$ cat src/rtl/rsm_divider.sv
module rsm_divider #(
   parameter int NUM_W = 40,
   parameter int DEN_W = 24
) (
   input  logic clock,
   input  logic reset,
   input  logic start,
   input  logic [NUM_W-1:0] num,
   input  logic [DEN_W-1:0] den,
   output logic done,
   output logic [NUM_W-1:0] quo
);
   localparam int CW = $clog2(NUM_W + 1);
   logic [NUM_W-1:0] q_ff, q_in;
   logic [DEN_W:0] r_ff, r_in;
   logic [CW-1:0] c_ff, c_in;
   logic busy_ff, busy_in, done_ff, done_in;
   logic [DEN_W:0] rs;

   always_comb begin
      q_in = q_ff; r_in = r_ff; c_in = c_ff; busy_in = busy_ff; done_in = 1'b0;
      rs = {r_ff[DEN_W-1:0], q_ff[NUM_W-1]};
      if (start) begin
         q_in = num; r_in = '0; c_in = CW'(NUM_W); busy_in = 1'b1;
      end else if (busy_ff) begin
         if (rs >= {1'b0, den}) begin
            r_in = rs - {1'b0, den}; q_in = {q_ff[NUM_W-2:0], 1'b1};
         end else begin
            r_in = rs; q_in = {q_ff[NUM_W-2:0], 1'b0};
         end
         c_in = c_ff - 1'b1;
         if (c_ff == CW'(1)) begin
            busy_in = 1'b0; done_in = 1'b1;
         end
      end
   end

   always_ff @(posedge clock) begin
      if (reset) begin
         busy_ff <= 1'b0; done_ff <= 1'b0;
      end else begin
         busy_ff <= busy_in; done_ff <= done_in;
      end
      q_ff <= q_in; r_ff <= r_in; c_ff <= c_in;
   end
   assign done = done_ff;
   assign quo = q_ff;
endmodule

$ cat config.mk
export PLATFORM = sky130hd
export DESIGN_NAME = rsm_divider
export DESIGN_NICKNAME = d
export VERILOG_FILES = /design/src/rtl/rsm_divider.sv
export SDC_FILE = /design/constraint.sdc
export NUM_CORES = 1
export LEC_CHECK = 0
export BUFFER_PORTS_ARGS = -buffer_cell sky130_fd_sc_hd__buf_2
export CAP_MARGIN = 10
export CORE_ASPECT_RATIO = 0.6
export CORE_MARGIN = 2
export CORE_UTILIZATION = 44
export DETAILED_ROUTE_END_ITERATION = 10
export HOLD_SLACK_MARGIN = 0.03
export PLACE_DENSITY = 0.78
export SLEW_MARGIN = 20
export SYNTH_ARGS = -nofsm -noshare
export SYNTH_HDL_FRONTEND = slang
export SYNTH_SLANG_ARGS = --single-unit
$ cat constraint.sdc
create_clock -name clock -period 8.6 [get_ports clock]
set_input_delay 1.72 -clock clock [delete_from_list [all_inputs] [get_ports clock]]
set_output_delay 1.72 -clock clock [all_outputs]
set_load 0.01 [all_outputs]
==> impl_metrics.yaml <==
synth:
  yosysTopAreaCell: "edfxtp_1"
  synth.avg_cell_area_um2: 9.99
  synthesis.area_um2: 4490
  synthXorXnorAreaFrac_pct: 4.29
  yosys.area_share.simple_pct: 13.3
  yosys.cell_types.count: 53
  synth_fa_ha_area_share_pct: 7.70
  ys_top_cells_by_area: "edfxtp_1, dfxtp_1, mux2_2, ha_1, mux2i_1"
  ys.flop_type: "edfxtp_1"
  synth_top_cell_area_share_pct: 26.8
  synth_compound_area_share_pct: 14.9
  yosysSeqAreaShare_pct: 41.0
  ys_warn_count: 0
  synth_top_family_by_area: "compound AO/OA/AOI/OAI gates"
  synth_edf_count: 40
  async_flop_share_pct: 0
  syn_nets: 543
  syn_inst: 449
  synthMuxAreaShare_pct: 13.6
  ys_ff_latch: 72
cells_and_area:
  n_fill_cell: 904
  antenna-diode-count: 0
  area_growth_pct: 20.9
  seqCellArea_um2: 1840
  fin_area_um2: 5430
  multi_input_area_um2: 2420
  layout_commonest_cell: "buf_2"
  nets: 644
  mostFrequentLayoutCells: "buf_2, mux2_2, edfxtp_1"
  drive_gt1_share_pct: 31.4
grt:
  grt_usage_pct: 20.1
  grt_max_degree: 66
  antenna_found_initial: 0
  grt_pass1_wl_mm: 17.4
  gr-total-overflow: 0
  grt_pass1_vias: 3418
setup_path:
  r2r-end: "r_ff[1]$_SDFFE_PP0P_"
  cp.depth: 11
  critical_path.cell_chain: "buf_2 -> inv_1 -> ha_1 -> nor2b_4 -> o2111a_1 -> or4_4 -> a311oi_2 -> nor2_2 -> o21ai_4 -> mux2_2 -> o21ai_0"
  critPathTopFamily: "compound AO/OA/AOI/OAI gates"
  ff2ff_setup_slack_ps: 5250
  startpoint_type: "input pin"
  cpPeakStageDelay_ps: 820
  crit-reg2reg-launch: "quo[39]$_DFFE_PP_"
  crit_buf_inv: 2
  worstPathRequired_ps: 8850
  reg2regPathDepth: 10
  crit_fanout: 31
  cpMaxStageDelayCell: "o21ai_4"
  crit_arrival_ps: 4790
  crit_type: "input pin to flop"
  end_kind: "flop"
die:
  fp.dieW_um: 134
  pin_count: 108
  fp.dieH_um: 82.2
  core_um2: 9880
  die_area_um2: 11000
  rows: 28
  initial_core_util_pct: 45.4
worst_hold_path:
  whs_endpoint: "r_ff[23]$_SDFFE_PP0P_"
  hp-class: "flop to flop"
  holdCritStartpoint: "r_ff[23]$_SDFFE_PP0P_"
  whs_path_depth: 2
pwr:
  pwr_density_cell_nw_per_um2: 181
  total_power_mw: 0.984
  irDropWorstVdd_v: 0.000103
  leakagePower_nw: 2.53
timing:
  setup-tns-final_ps: 0
  fmax_mhz: 220
  slew_headroom_pct: 31.2
  finalCritPeriodShare_pct: 52.8
  fin_worst_skew_ps: 10.1
  tightest_slew_ps: 1030
  final.setup.worst_slack_ps: 4060
  period_needed_ps: 4540
  slew_viol_final: 0
  finalHoldViolations: 0
  finalSetupViolCount: 0
  rsz0062_at_grt: "no"
placed_design:
  dp_hpwl_mm: 8.10
  placed_cell_area_um2: 5120
  pre_cts_slack_ps: 3730
  place_congestion: 0.904
  io_buffer_count: 107
drt:
  wire_per_inst_um: 16.1
  wl_mm: 11.1
  vias: 3701
  drtPass1Iterations: 4
  route.detailed.drc: 0
  viasPerCell: 5.36
  ant_nets: 0
  drtIter0Drc: 303
clocking:
  cts_tree: "built"
  clk_pin_slew_ps: 60
  clock_path_buffers: 2
  holdBufCountCts: 0
  ctsResizeCount: 0
  cts_root_buf: "clkbuf_16"
  cts_buffers: 9
  cts_sinks: 72
  postCtsSetupRepairBufs: 0
  clock_latency_ps: 330
  cts_max_level: 3
flow_run:
  drv_cap: 0
outcome:
  status: "finished clean"
==> cells in the mapped netlist, types with 2 or more instances <==
master / number
and2_1: 6
nand2_1: 30
xnor2_1: 17
nor4_1: 5
nor3_1: 5
buf_6: 2
inv_1: 36
nand3_1: 3
mux2i_1: 16
and3_1: 6
mux2_2: 40
a211oi_1: 13
nand2b_1: 6
a31oi_1: 4
clkbuf_1: 16
a311oi_1: 2
edfxtp_1: 40
nor2_1: 32
ha_1: 26
o211ai_1: 7
a21oi_1: 25
nand4_1: 7
nor2b_1: 3
o21ai_0: 16
or2_2: 2
nand4b_1: 5
o31ai_1: 2
dfxtp_1: 32
a21o_1: 12
o21a_1: 4
or3_1: 2
o21bai_1: 2
xor2_1: 5
==> how the worst max path moves through the flow <==
stage | startpoint | endpoint
after floorplan | den[1] | r_ff[1]$_SDFFE_PP0P_
after global placement | den[1] | r_ff[1]$_SDFFE_PP0P_
after detailed placement | den[1] | r_ff[1]$_SDFFE_PP0P_
after CTS | den[1] | r_ff[1]$_SDFFE_PP0P_
after global routing | den[1] | r_ff[1]$_SDFFE_PP0P_
final | den[1] | r_ff[1]$_SDFFE_PP0P_
==> sequential cells by signal (all words and copies together), names as in the netlist <==
signal / cells
quo: 40
busy_ff: 1
r_ff: 24
done: 1
c_ff: 6
==> cell type report <==
| type | instances | share of cell area (%) |
|---|---|---|
| multi-input cells | 321 | 44.6 |
| clock inverters | 7 | 1.43 |
| clock buffers | 9 | 4.15 |
| inverters | 36 | 2.49 |
| repair buffers | 110 | 10.3 |
| well taps | 135 | 3.11 |
| flip-flops and latches | 72 | 33.9 |
==> cell families after synthesis <==
group | Yosys count
AOI/OAI and AO/OA | 99
muxes | 56
buffers and inverters | 56
adders and majority gates | 27
xor gates and xnor gates | 22
DFF | 72
and+or+nand+nor | 117
==> power by group <==
group	switching (mW)	internal, mW	total (mW)	leakage (nW)
combinational	0.104	0.0868	0.191	1.72
clock	0.152	0.227	0.379	0.146
sequential	0.0172	0.397	0.415	0.665
total	0.273	0.711	0.984	2.53
==> tightest hold or removal path: stages (launching register included) <==
cell,delay (ps)
dfxtp_1,320
nand2_1,50
o31ai_1,50
==> stage by stage <==
stage          cells  hold WS, ps  utilization (%)
2_1_floorplan    449          426                -
3_3_place_gp     674          450             51.8
3_5_place_dp     674          462             51.8
4_1_cts          690          473             54.9
5_1_grt          690          489             54.9
6_report         690          476             54.9
==> metal layers <==
layer	part of all wire [%]	GRT usage, %	up-vias	wire, µm
met2	43	28.2	92	4720
met3	5.6	4.09	2	625
met1	51	31.7	1761	5700
li1	-	-	1846	-
met5	0	0	-	0
met4	0.37	3.58	0	41
No activity file was read; power rests on OpenSTA's default activity.
